[config.mk]
export PLATFORM = sky130hd
export DESIGN_NAME = wildcard_glob_matcher
export DESIGN_NICKNAME = d
export VERILOG_FILES = /design/src/hdl/wgm_pkg.sv /design/src/hdl/wgm_front.sv /design/src/hdl/wgm_queue.sv /design/src/hdl/wgm_back.sv /design/src/hdl/wildcard_glob_matcher.sv
export VERILOG_INCLUDE_DIRS = /design/src /design/src/hdl
export SDC_FILE = /design/constraint.sdc
export NUM_CORES = 1
export LEC_CHECK = 0
export ABC_CLOCK_PERIOD_IN_PS = 9100
export BUFFER_PORTS_ARGS = -buffer_cell sky130_fd_sc_hd__buf_4
export CAP_MARGIN = 5
export CELL_PAD_IN_SITES_DETAIL_PLACEMENT = 1
export CELL_PAD_IN_SITES_GLOBAL_PLACEMENT = 2
export CORE_UTILIZATION = 43
export DETAILED_ROUTE_END_ITERATION = 16
export GPL_ROUTABILITY_DRIVEN = 0
export GPL_TIMING_DRIVEN = 0
export PLACE_DENSITY = 0.9
export RECOVER_POWER = 100
export SLEW_MARGIN = 20
export SYNTH_ARGS = -nofsm -noshare
export SYNTH_HDL_FRONTEND = slang
export SYNTH_HIERARCHICAL = 1
export SYNTH_SLANG_ARGS = --single-unit
[constraint.sdc]
create_clock -name i_clk -period 9.1 [get_ports i_clk]
set_input_delay 0.91 -clock i_clk [delete_from_list [all_inputs] [get_ports i_clk]]
set_output_delay 0.91 -clock i_clk [all_outputs]
set_load 0.02 [all_outputs]
[src/hdl/wildcard_glob_matcher_defines.svh]
// ---------------------------------------------------------------------------
// Assertion macros for the glob matcher.
// Each macro expands to one labeled concurrent assertion on i_clk.
// Checking is held off while i_rst_n is low.
// ---------------------------------------------------------------------------
`ifndef WILDCARD_GLOB_MATCHER_DEFINES_SVH
`define WILDCARD_GLOB_MATCHER_DEFINES_SVH

// The consequent must hold in the same cycle as the antecedent.
`define WGM_ASSERT_NOW(lbl, ante, cons) \
    lbl: assert property (@(posedge i_clk) disable iff (!i_rst_n) (ante) |-> (cons)) \
        else $error("glob matcher assertion failed");

// The consequent must hold in the cycle after the antecedent.
`define WGM_ASSERT_NEXT(lbl, ante, cons) \
    lbl: assert property (@(posedge i_clk) disable iff (!i_rst_n) (ante) |=> (cons)) \
        else $error("glob matcher assertion failed");

`endif

[src/hdl/wgm_pkg.sv]
// ---------------------------------------------------------------------------
// wgm_pkg
// Shared constants and types of the glob matcher: wildcard bytes, the
// command item passed from front to back, and status bundles.
// ---------------------------------------------------------------------------
`default_nettype none

package wgm_pkg;

    // Wildcard bytes.
    localparam logic [7:0] STAR_BYTE  = 8'h2A;
    localparam logic [7:0] QMARK_BYTE = 8'h3F;

    // ASCII upper case range for folding.
    localparam logic [7:0] UPPER_A = 8'h41;
    localparam logic [7:0] UPPER_Z = 8'h5A;
    localparam logic [7:0] FOLD_OFFSET = 8'h20;

    // Command queue between front and back.
    localparam int QUEUE_DEPTH = 4;
    localparam int QCNT_W      = $clog2(QUEUE_DEPTH + 1);
    localparam int QPTR_W      = $clog2(QUEUE_DEPTH);

    // Configuration register indexes.
    localparam logic CFG_IGNORE_CASE = 1'b0;

    // One classified command.
    typedef struct packed {
        logic       subj;   // 1 = subject byte, 0 = pattern byte
        logic       start;  // pattern byte that opens a new pattern
        logic       has;    // byte is valid
        logic       last;   // final byte of pattern or subject
        logic [7:0] ch;     // byte; a subject byte is already case folded if selected
    } t_item;

    // Queue status.
    typedef struct packed {
        logic [QCNT_W-1:0] count;
        logic              full;
        logic              empty;
    } t_queue_status;

    // Back-end pipeline status.
    typedef struct packed {
        logic fin_valid;
        logic out_valid;
    } t_back_status;

endpackage

`default_nettype wire

[src/hdl/wgm_front.sv]
// ---------------------------------------------------------------------------
// wgm_front
// Accepts input transfers, folds case, tracks whether a new pattern is
// expected and pushes one classified command per transfer into the queue.
// ---------------------------------------------------------------------------
`default_nettype none

module wgm_front
    import wgm_pkg::*;
(
    input  wire logic  i_clk,
    input  wire logic  i_rst_n,
    input  wire logic  i_ignore_case,
    input  wire logic  i_valid,
    output logic       o_ready,
    input  wire logic  i_mode,
    input  wire logic  i_has,
    input  wire logic  i_last,
    input  wire logic [7:0] i_ch,
    input  wire logic  i_q_full,
    output logic       o_push,
    output t_item      o_item
);

    logic r_loading, n_loading;
    logic [7:0] folded;

    // Accept whenever the queue has room.
    assign o_ready = !i_q_full;
    assign o_push  = i_valid && !i_q_full;

    // ASCII case folding of subject bytes; pattern bytes are stored raw and
    // folded where they are compared, so a later mode change applies to them.
    always_comb begin
        if (i_mode && i_ignore_case && (i_ch >= UPPER_A) && (i_ch <= UPPER_Z)) begin
            folded = i_ch + FOLD_OFFSET;
        end else begin
            folded = i_ch;
        end
    end

    // Build the command.
    always_comb begin
        o_item.subj  = i_mode;
        o_item.start = !i_mode && r_loading;
        o_item.has   = i_has;
        o_item.last  = i_last;
        o_item.ch    = folded;
    end

    // A pattern byte ends the wait for a new pattern; its last byte restores it.
    always_comb begin
        n_loading = r_loading;
        if (o_push && !i_mode) begin
            n_loading = i_last;
        end
    end

    always_ff @(posedge i_clk) begin
        if (!i_rst_n) begin
            r_loading <= 1'b1;
        end else begin
            r_loading <= n_loading;
        end
    end

endmodule

`default_nettype wire

[src/hdl/wgm_queue.sv]
// ---------------------------------------------------------------------------
// wgm_queue
// Short first-in first-out queue of commands between front and back.
// ---------------------------------------------------------------------------
`default_nettype none

module wgm_queue
    import wgm_pkg::*;
(
    input  wire logic  i_clk,
    input  wire logic  i_rst_n,
    input  wire logic  i_push,
    input  t_item      i_item,
    input  wire logic  i_pop,
    output t_item      o_item,
    output t_queue_status o_stat
);

    t_item r_mem [QUEUE_DEPTH];
    logic [QPTR_W-1:0] r_wr, r_rd;
    logic [QCNT_W-1:0] r_count, n_count;
    logic do_push, do_pop;

    assign o_stat.count = r_count;
    assign o_stat.full  = (r_count == QCNT_W'(QUEUE_DEPTH));
    assign o_stat.empty = (r_count == '0);

    assign do_push = i_push && !o_stat.full;
    assign do_pop  = i_pop && !o_stat.empty;
    assign o_item  = r_mem[r_rd];

    // Occupancy follows push and pop.
    always_comb begin
        n_count = r_count;
        if (do_push && !do_pop) begin
            n_count = r_count + 1'b1;
        end else if (do_pop && !do_push) begin
            n_count = r_count - 1'b1;
        end
    end

    always_ff @(posedge i_clk) begin
        if (!i_rst_n) begin
            r_wr    <= '0;
            r_rd    <= '0;
            r_count <= '0;
        end else begin
            r_count <= n_count;
            if (do_push) begin
                r_wr <= (r_wr == QPTR_W'(QUEUE_DEPTH - 1)) ? '0 : r_wr + 1'b1;
            end
            if (do_pop) begin
                r_rd <= (r_rd == QPTR_W'(QUEUE_DEPTH - 1)) ? '0 : r_rd + 1'b1;
            end
        end
    end

    // Entry storage.
    always_ff @(posedge i_clk) begin
        if (do_push) begin
            r_mem[r_wr] <= i_item;
        end
    end

endmodule

`default_nettype wire

[src/hdl/wgm_back.sv]
// ---------------------------------------------------------------------------
// wgm_back
// Holds the pattern and the set of active pattern positions, executes one
// command per cycle unless the finish stage is full, closes the final set over stars and drives the result.
// ---------------------------------------------------------------------------
`default_nettype none

module wgm_back
    import wgm_pkg::*;
#(
    parameter int MAX_PATTERN = 32
) (
    input  wire logic  i_clk,
    input  wire logic  i_rst_n,
    input  wire logic  i_ignore_case,
    input  wire logic  i_q_empty,
    input  t_item      i_q_item,
    output logic       o_q_pop,
    output logic       o_valid,
    input  wire logic  i_ready,
    output logic       o_matched,
    output logic       o_overflow,
    output t_back_status o_stat
);

    localparam int LW = $clog2(MAX_PATTERN + 1);
    localparam int PW = (MAX_PATTERN > 1) ? $clog2(MAX_PATTERN) : 1;
    localparam logic [MAX_PATTERN:0] START_SET = (MAX_PATTERN + 1)'(1);

    // Add every position reachable by letting stars match the empty run.
    // Segmented prefix OR in log2 levels: position k inherits from k-d when
    // every byte between them is a star.
    function automatic logic [MAX_PATTERN:0] close_stars(
        input logic [MAX_PATTERN:0]   a,
        input logic [MAX_PATTERN-1:0] s
    );
        logic [MAX_PATTERN:0] g, p, g2, p2;
        int d, k;
        g = a;
        p = {s, 1'b0};
        for (d = 1; d <= MAX_PATTERN; d = d * 2) begin
            g2 = g;
            p2 = p;
            for (k = d; k <= MAX_PATTERN; k++) begin
                g2[k] = g[k] | (p[k] & g[k-d]);
                p2[k] = p[k] & p[k-d];
            end
            g = g2;
            p = p2;
        end
        return g;
    endfunction

    // ASCII case folding of a stored pattern byte.
    function automatic logic [7:0] fold_byte(input logic [7:0] b, input logic en);
        if (en && (b >= UPPER_A) && (b <= UPPER_Z)) begin
            return b + FOLD_OFFSET;
        end
        return b;
    endfunction

    logic [7:0] r_pat [MAX_PATTERN];
    logic [LW-1:0] r_len, n_len;
    logic r_ovf, n_ovf;
    logic [MAX_PATTERN:0] r_act, n_act;

    logic [MAX_PATTERN:0]   r_fin_vec;
    logic [MAX_PATTERN-1:0] r_fin_star;
    logic [LW-1:0]          r_fin_len;
    logic                   r_fin_ovf;
    logic                   r_fin_valid, n_fin_valid;

    logic r_out_valid, r_out_match, r_out_ovf;

    logic [MAX_PATTERN-1:0] star, hit;
    logic [MAX_PATTERN:0]   closed, consumed, subj_vec, fin_closed;
    logic [LW-1:0]          base_len;
    logic                   base_ovf, wr_en, fin_load;
    logic                   out_free, fin_free, fin_adv, is_end;

    // Per-position decode of the stored pattern against the current byte.
    always_comb begin
        for (int j = 0; j < MAX_PATTERN; j++) begin
            star[j] = (LW'(j) < r_len) && (r_pat[j] == STAR_BYTE);
            hit[j]  = (LW'(j) < r_len) &&
                      ((r_pat[j] == QMARK_BYTE) ||
                       (fold_byte(r_pat[j], i_ignore_case) == i_q_item.ch));
        end
    end

    // One subject byte: close, then step every active position.
    always_comb begin
        closed   = close_stars(r_act, star);
        consumed = '0;
        for (int j = 0; j < MAX_PATTERN; j++) begin
            if (closed[j] && star[j]) begin
                consumed[j] = 1'b1;
            end
            if (closed[j] && !star[j] && hit[j]) begin
                consumed[j+1] = 1'b1;
            end
        end
        subj_vec = i_q_item.has ? consumed : r_act;
    end

    // Flow control through the finish and output stages.
    assign out_free = !r_out_valid || i_ready;
    assign fin_adv  = r_fin_valid && out_free;
    assign fin_free = !r_fin_valid || out_free;
    assign is_end   = i_q_item.subj && i_q_item.last;
    assign o_q_pop  = !i_q_empty && (!is_end || fin_free);
    assign fin_load = o_q_pop && is_end;

    // Pattern command bookkeeping.
    always_comb begin
        base_len = i_q_item.start ? '0 : r_len;
        base_ovf = i_q_item.start ? 1'b0 : r_ovf;
        wr_en    = 1'b0;
        n_len    = r_len;
        n_ovf    = r_ovf;
        n_act    = r_act;
        if (o_q_pop) begin
            if (!i_q_item.subj) begin
                n_len = base_len;
                n_ovf = base_ovf;
                n_act = START_SET;
                if (i_q_item.has) begin
                    if (base_len < LW'(MAX_PATTERN)) begin
                        wr_en = 1'b1;
                        n_len = base_len + 1'b1;
                    end else begin
                        n_ovf = 1'b1;
                    end
                end
            end else begin
                n_act = i_q_item.last ? START_SET : subj_vec;
            end
        end
    end

    // Finish stage occupancy.
    always_comb begin
        n_fin_valid = r_fin_valid;
        if (fin_load) begin
            n_fin_valid = 1'b1;
        end else if (fin_adv) begin
            n_fin_valid = 1'b0;
        end
    end

    assign fin_closed = close_stars(r_fin_vec, r_fin_star);

    // Control registers.
    always_ff @(posedge i_clk) begin
        if (!i_rst_n) begin
            r_len       <= '0;
            r_ovf       <= 1'b0;
            r_act       <= START_SET;
            r_fin_valid <= 1'b0;
            r_out_valid <= 1'b0;
        end else begin
            r_len       <= n_len;
            r_ovf       <= n_ovf;
            r_act       <= n_act;
            r_fin_valid <= n_fin_valid;
            if (fin_adv) begin
                r_out_valid <= 1'b1;
            end else if (i_ready) begin
                r_out_valid <= 1'b0;
            end
        end
    end

    // Payload registers: pattern store, finish snapshot and result.
    always_ff @(posedge i_clk) begin
        if (wr_en) begin
            r_pat[base_len[PW-1:0]] <= i_q_item.ch;
        end
        if (fin_load) begin
            r_fin_vec  <= subj_vec;
            r_fin_star <= star;
            r_fin_len  <= r_len;
            r_fin_ovf  <= r_ovf;
        end
        if (fin_adv) begin
            r_out_match <= fin_closed[r_fin_len];
            r_out_ovf   <= r_fin_ovf;
        end
    end

    assign o_valid          = r_out_valid;
    assign o_matched        = r_out_match;
    assign o_overflow       = r_out_ovf;
    assign o_stat.fin_valid = r_fin_valid;
    assign o_stat.out_valid = r_out_valid;

endmodule

`default_nettype wire

[src/hdl/wildcard_glob_matcher.sv]
// ---------------------------------------------------------------------------
// wildcard_glob_matcher
// Streaming glob matcher for star and question mark wildcards.
// ---------------------------------------------------------------------------
// Usage:
//   Input stream s_axis: one byte per transfer. tdata is the byte, tuser[0]
//   selects pattern (0) or subject (1), tuser[1] marks a valid byte (0 for an
//   empty string), tlast marks the final byte of the pattern or subject.
//   Output stream m_axis: one result per subject tlast transfer; tdata[0] is
//   the match flag, tdata[1] says the pattern was truncated to MAX_PATTERN.
//   APB register 0 (bit 0, reset 1) selects ASCII case folding; the user
//   must write it only while the block is idle, which the block does not enforce.
// Throughput: one transfer per cycle, sustained while the command queue has room, in both
//   modes. The active position vector is updated once per subject byte.
// Path: a tlast transfer is written into the command queue; the back end
//   executes the queue head and loads the finish stage, which then loads
//   the output register that drives the result.
// Reset: the pattern is empty, a new pattern is expected, no result pends.
// Stall: the output register holds its result while m_axis_tready is low;
//   the command queue keeps taking input until it is full.
// ---------------------------------------------------------------------------
`default_nettype none

`include "wildcard_glob_matcher_defines.svh"

module wildcard_glob_matcher
    import wgm_pkg::*;
#(
    parameter int MAX_PATTERN = 32
) (
    input  wire logic        i_clk,
    input  wire logic        i_rst_n,
    // APB configuration port
    input  wire logic        psel,
    input  wire logic        penable,
    input  wire logic        pwrite,
    input  wire logic [2:0]  paddr,
    input  wire logic [31:0] pwdata,
    output logic [31:0]      prdata,
    output logic             pready,
    // Input stream
    input  wire logic        s_axis_tvalid,
    output logic             s_axis_tready,
    input  wire logic [7:0]  s_axis_tdata,  // [7:0] char_code
    input  wire logic        s_axis_tlast,  // last
    input  wire logic [1:0]  s_axis_tuser,  // [0] mode, [1] has_char
    // Output stream
    output logic             m_axis_tvalid,
    input  wire logic        m_axis_tready,
    output logic [7:0]       m_axis_tdata   // [0] matched, [1] pattern_overflow, zero fill
);

    logic r_ignore_case;
    logic push, pop;
    t_item push_item, pop_item;
    t_queue_status q_stat;
    t_back_status  b_stat;
    logic matched, overflow;

    // Configuration register write and read back.
    assign pready = 1'b1;

    always_ff @(posedge i_clk) begin
        if (!i_rst_n) begin
            r_ignore_case <= 1'b1;
        end else if (psel && penable && pwrite && (paddr[2] == CFG_IGNORE_CASE)) begin
            r_ignore_case <= pwdata[0];
        end
    end

    always_comb begin
        if (paddr[2] == CFG_IGNORE_CASE) begin
            prdata = {31'b0, r_ignore_case};
        end else begin
            prdata = '0;
        end
    end

    // Front: classify and push.
    wgm_front u_front (
        .i_clk         (i_clk),
        .i_rst_n       (i_rst_n),
        .i_ignore_case (r_ignore_case),
        .i_valid       (s_axis_tvalid),
        .o_ready       (s_axis_tready),
        .i_mode        (s_axis_tuser[0]),
        .i_has         (s_axis_tuser[1]),
        .i_last        (s_axis_tlast),
        .i_ch          (s_axis_tdata),
        .i_q_full      (q_stat.full),
        .o_push        (push),
        .o_item        (push_item)
    );

    // Command queue.
    wgm_queue u_queue (
        .i_clk   (i_clk),
        .i_rst_n (i_rst_n),
        .i_push  (push),
        .i_item  (push_item),
        .i_pop   (pop),
        .o_item  (pop_item),
        .o_stat  (q_stat)
    );

    // Back: execute and report.
    wgm_back #(
        .MAX_PATTERN (MAX_PATTERN)
    ) u_back (
        .i_clk         (i_clk),
        .i_rst_n       (i_rst_n),
        .i_ignore_case (r_ignore_case),
        .i_q_empty     (q_stat.empty),
        .i_q_item      (pop_item),
        .o_q_pop       (pop),
        .o_valid       (m_axis_tvalid),
        .i_ready       (m_axis_tready),
        .o_matched     (matched),
        .o_overflow    (overflow),
        .o_stat        (b_stat)
    );

    assign m_axis_tdata = {6'b0, overflow, matched};

    // Consistency checks.
    `WGM_ASSERT_NOW(a_full_count, q_stat.full, q_stat.count == QCNT_W'(QUEUE_DEPTH))
    `WGM_ASSERT_NOW(a_empty_count, q_stat.empty, q_stat.count == '0)
    `WGM_ASSERT_NOW(a_result_from_finish, $rose(m_axis_tvalid), $past(b_stat.fin_valid))
    `WGM_ASSERT_NEXT(a_finish_drains, b_stat.fin_valid && (!m_axis_tvalid || m_axis_tready),
                     m_axis_tvalid)

endmodule

`default_nettype wire

==> summary.md <==
| Metric | Value |
|---|---|
| CP Launch Type | `flop` |
| Peak Freq | `135.1 MHz` |
| Dpl cells | `3109` |
| Static leakage | `9.264 nW` |
| Reg power frac | `37.9%` |
| Crit share post-route | `81.35%` |
| Routed wire length | `86180 um` |
| Via density | `6.274` |
| Routed Antenna Nets | `0` |
| Initial Utilization | `43.83%` |
| CP Max Fanout | `23` |
| Worst-path clk slew | `60 ps` |
| Clock latency on the worst-skew pair | `610 ps` |
| Hold Crit Start | `u_back/r_fin_ovf$_DFFE_PP_` |
| Final min period | `7403 ps` |
| Total gr overflow | `0` |
| CP Capture Type | `flop` |
| Clock sinks | `431` |
| P per Cell Area | `249.1 nW/um2` |
| Global-route wire length before repair | `128200 um` |
| # DRC | `0` |
| Num CTS Buffers | `47` |
| Die H | `242.7 um` |
| Largest net degree at the start of global routing | `61` |
| Hold Path Depth | `0` |
| WP data arrival | `7880 ps` |
| Root buffer selected by CTS | `clkbuf_16` |
| Combinational power share | `31.7%` |
| Area grow syn2layout | `10.93%` |
| Synthesized area | `24900 um2` |
| Ys Warns | `6` |
| Max-cap viol count | `13` |
| Ports | `96` |
| Fin nets | `2499` |
| Post-CTS Resized | `0` |
| R2R Setup Slk | `1700 ps` |
| Cell count after synthesis | `2286` |
| Number of global-route vias before repair | `20660` |
| WL per Instance | `26.96 um` |
| Slew HR | `-121.7%` |
| Final Skew | `23.98 ps` |
| Detail Placement HPWL | `63140 um` |
| RSZ-0062 raised after global routing | `no` |
| Total GRT Usage | `28.90%` |
| WP data required | `9570 ps` |
| RR Endpoint | `u_back/r_fin_vec[11]$_DFFE_PP_` |
| Row count | `87` |
| Hold Path Class | `flop to flop` |
| Setup TNS Final | `0 ps` |
| Worst VDD drop | `0.0001419 V` |
| DR pass1 iterations | `7` |
| Worst-margin pin slew | `3325 ps` |
| Die area | `58880 um2` |
| Final Max Tran Viols | `243` |
| # H-tree levels | `2` |
| Worst reg2reg path depth | `15` |
| Sw frac | `35.92%` |
| Final setup viols | `0` |
| Hold Vio Cnt, Final | `0` |
| Initial DRC count | `1621` |
| Synth Area per Inst | `10.89 um2` |
| Hold endpoint | `u_back/o_overflow$_DFFE_PP_` |
| # hold bufs at CTS | `0` |
| TritonCTS clock tree | `built` |
| Clock share of power | `30.4%` |
| Failing checks | `capacitance limit, slew limit` |
| Initial antenna violation count | `2` |
| Status | `finished with violations` |
| Sw Pwr | `2.471 mW` |
| CTS max path bufs | `3` |
| # diodes | `0` |
| DR vias | `20060` |
| Die W | `242.7 um` |
| CORE AREA | `56820 um2` |
| Setup Crit Path Kind | `flop to flop` |
| Postcts setup bufs | `0` |
| Post-route insts no fill | `3197` |
| Count of buffers from port buffering | `23` |
| P_int | `4.409 mW` |
| Fraction of layout cells with a size suffix above 1 | `9.299%` |
[worst max-delay path, stage by stage, from the launching register on]
cell and delay [ps]:
dfxtp_1 400, clkbuf_1 520, mux4_2 550, clkbuf_1 1390, clkbuf_1 390, clkbuf_1 870, clkbuf_1 1060, xor2_1 170
nor3_1 210, o2111ai_1 130, a211oi_1 310, o21ai_0 160, a21oi_1 510, o21ai_0 180, o21ai_0 160, mux2_2 210
[cell usage in the layout, fill, tap and decap left out, types with 24 or more instances in the layout]
cell / n
a21o_1: 30
xnor2_1: 156
a211oi_1: 30
inv_1: 53
a22o_1: 24
nor2b_1: 25
o211ai_1: 24
edfxtp_1: 378
nor3_1: 95
a21oi_1: 125
o2111ai_1: 35
o31ai_1: 39
nand3_1: 69
buf_4: 52
clkbuf_16: 48
nor2_1: 177
dfxtp_1: 53
nand2_1: 168
or3_1: 33
ha_1: 43
o21ai_0: 84
xor2_1: 101
conb_1: 38
nand4_1: 30
clkbuf_1: 80
[through the flow]
stage	setup WS (ps)	hold slack (ps)	utilization [%]	instance area [um2]	power [mW]
2_1_floorplan	5366	400.3	-	25040	3.940
3_3_place_gp	2573	403.5	46.03	26160	4.705
3_5_place_dp	3238	408.8	46.38	26350	4.864
4_1_cts	3115	423.8	49.36	28050	6.955
5_1_grt	1530	430.4	48.62	27620	7.107
6_report	1697	420.6	48.62	27620	6.880
[layer usage]
layer  GRT usage, %  wire length (um)
met1          35.86             34540
met2          49.18             41350
met5              0                25
met4          12.99              4267
met3          5.031              5997
[state kept, by name (all words and copies together) (netlist names), 2 cells and up, named ones only]
signal             flops
u_back/r_pat         256
u_back/r_len           6
u_back/r_fin_vec      33
u_queue/r_mem         48
u_back/r_act          33
u_back/r_fin_len       6
u_queue/r_wr           2
u_queue/r_count        3
u_queue/r_rd           2
u_back/r_fin_star     32
[power by group through the flow]
stage	Sequential (mW)	Clock (mW)	Combinational, mW
2_1_floorplan	2.59	0	1.35
3_3_place_gp	2.64	0	2.06
3_5_place_dp	2.63	0	2.24
4_1_cts	2.59	2.11	2.25
5_1_grt	2.63	2.18	2.30
6_report	2.61	2.09	2.18
[final cells by class]
type                       count  area, um2
clock buffer                  59       1282
multi-input combinational   1713      11530
tap                          756      945.9
buffer                       122      671.9
sequential                   431      12410
timing repair buffer          31      157.7
clock inverter                29      409.1
inverter                      56      210.2
fill                        6170      29200
[worst max-delay path by stage]
| stage | start | endpoint | cells past startpoint |
|---|---|---|---|
| floorplan | flop | u_back/r_fin_len[0]$_DFFE_PP_ | 4 |
| global placement | flop | u_back/r_fin_vec[12]$_DFFE_PP_ | 12 |
| detailed placement | flop | u_back/r_fin_vec[12]$_DFFE_PP_ | 13 |
| CTS | flop | u_back/r_fin_vec[12]$_DFFE_PP_ | 13 |
| global route | flop | u_back/r_fin_vec[11]$_DFFE_PP_ | 15 |
| finish | flop | u_back/r_fin_vec[11]$_DFFE_PP_ | 15 |
(Power assumes the default switching activity.)
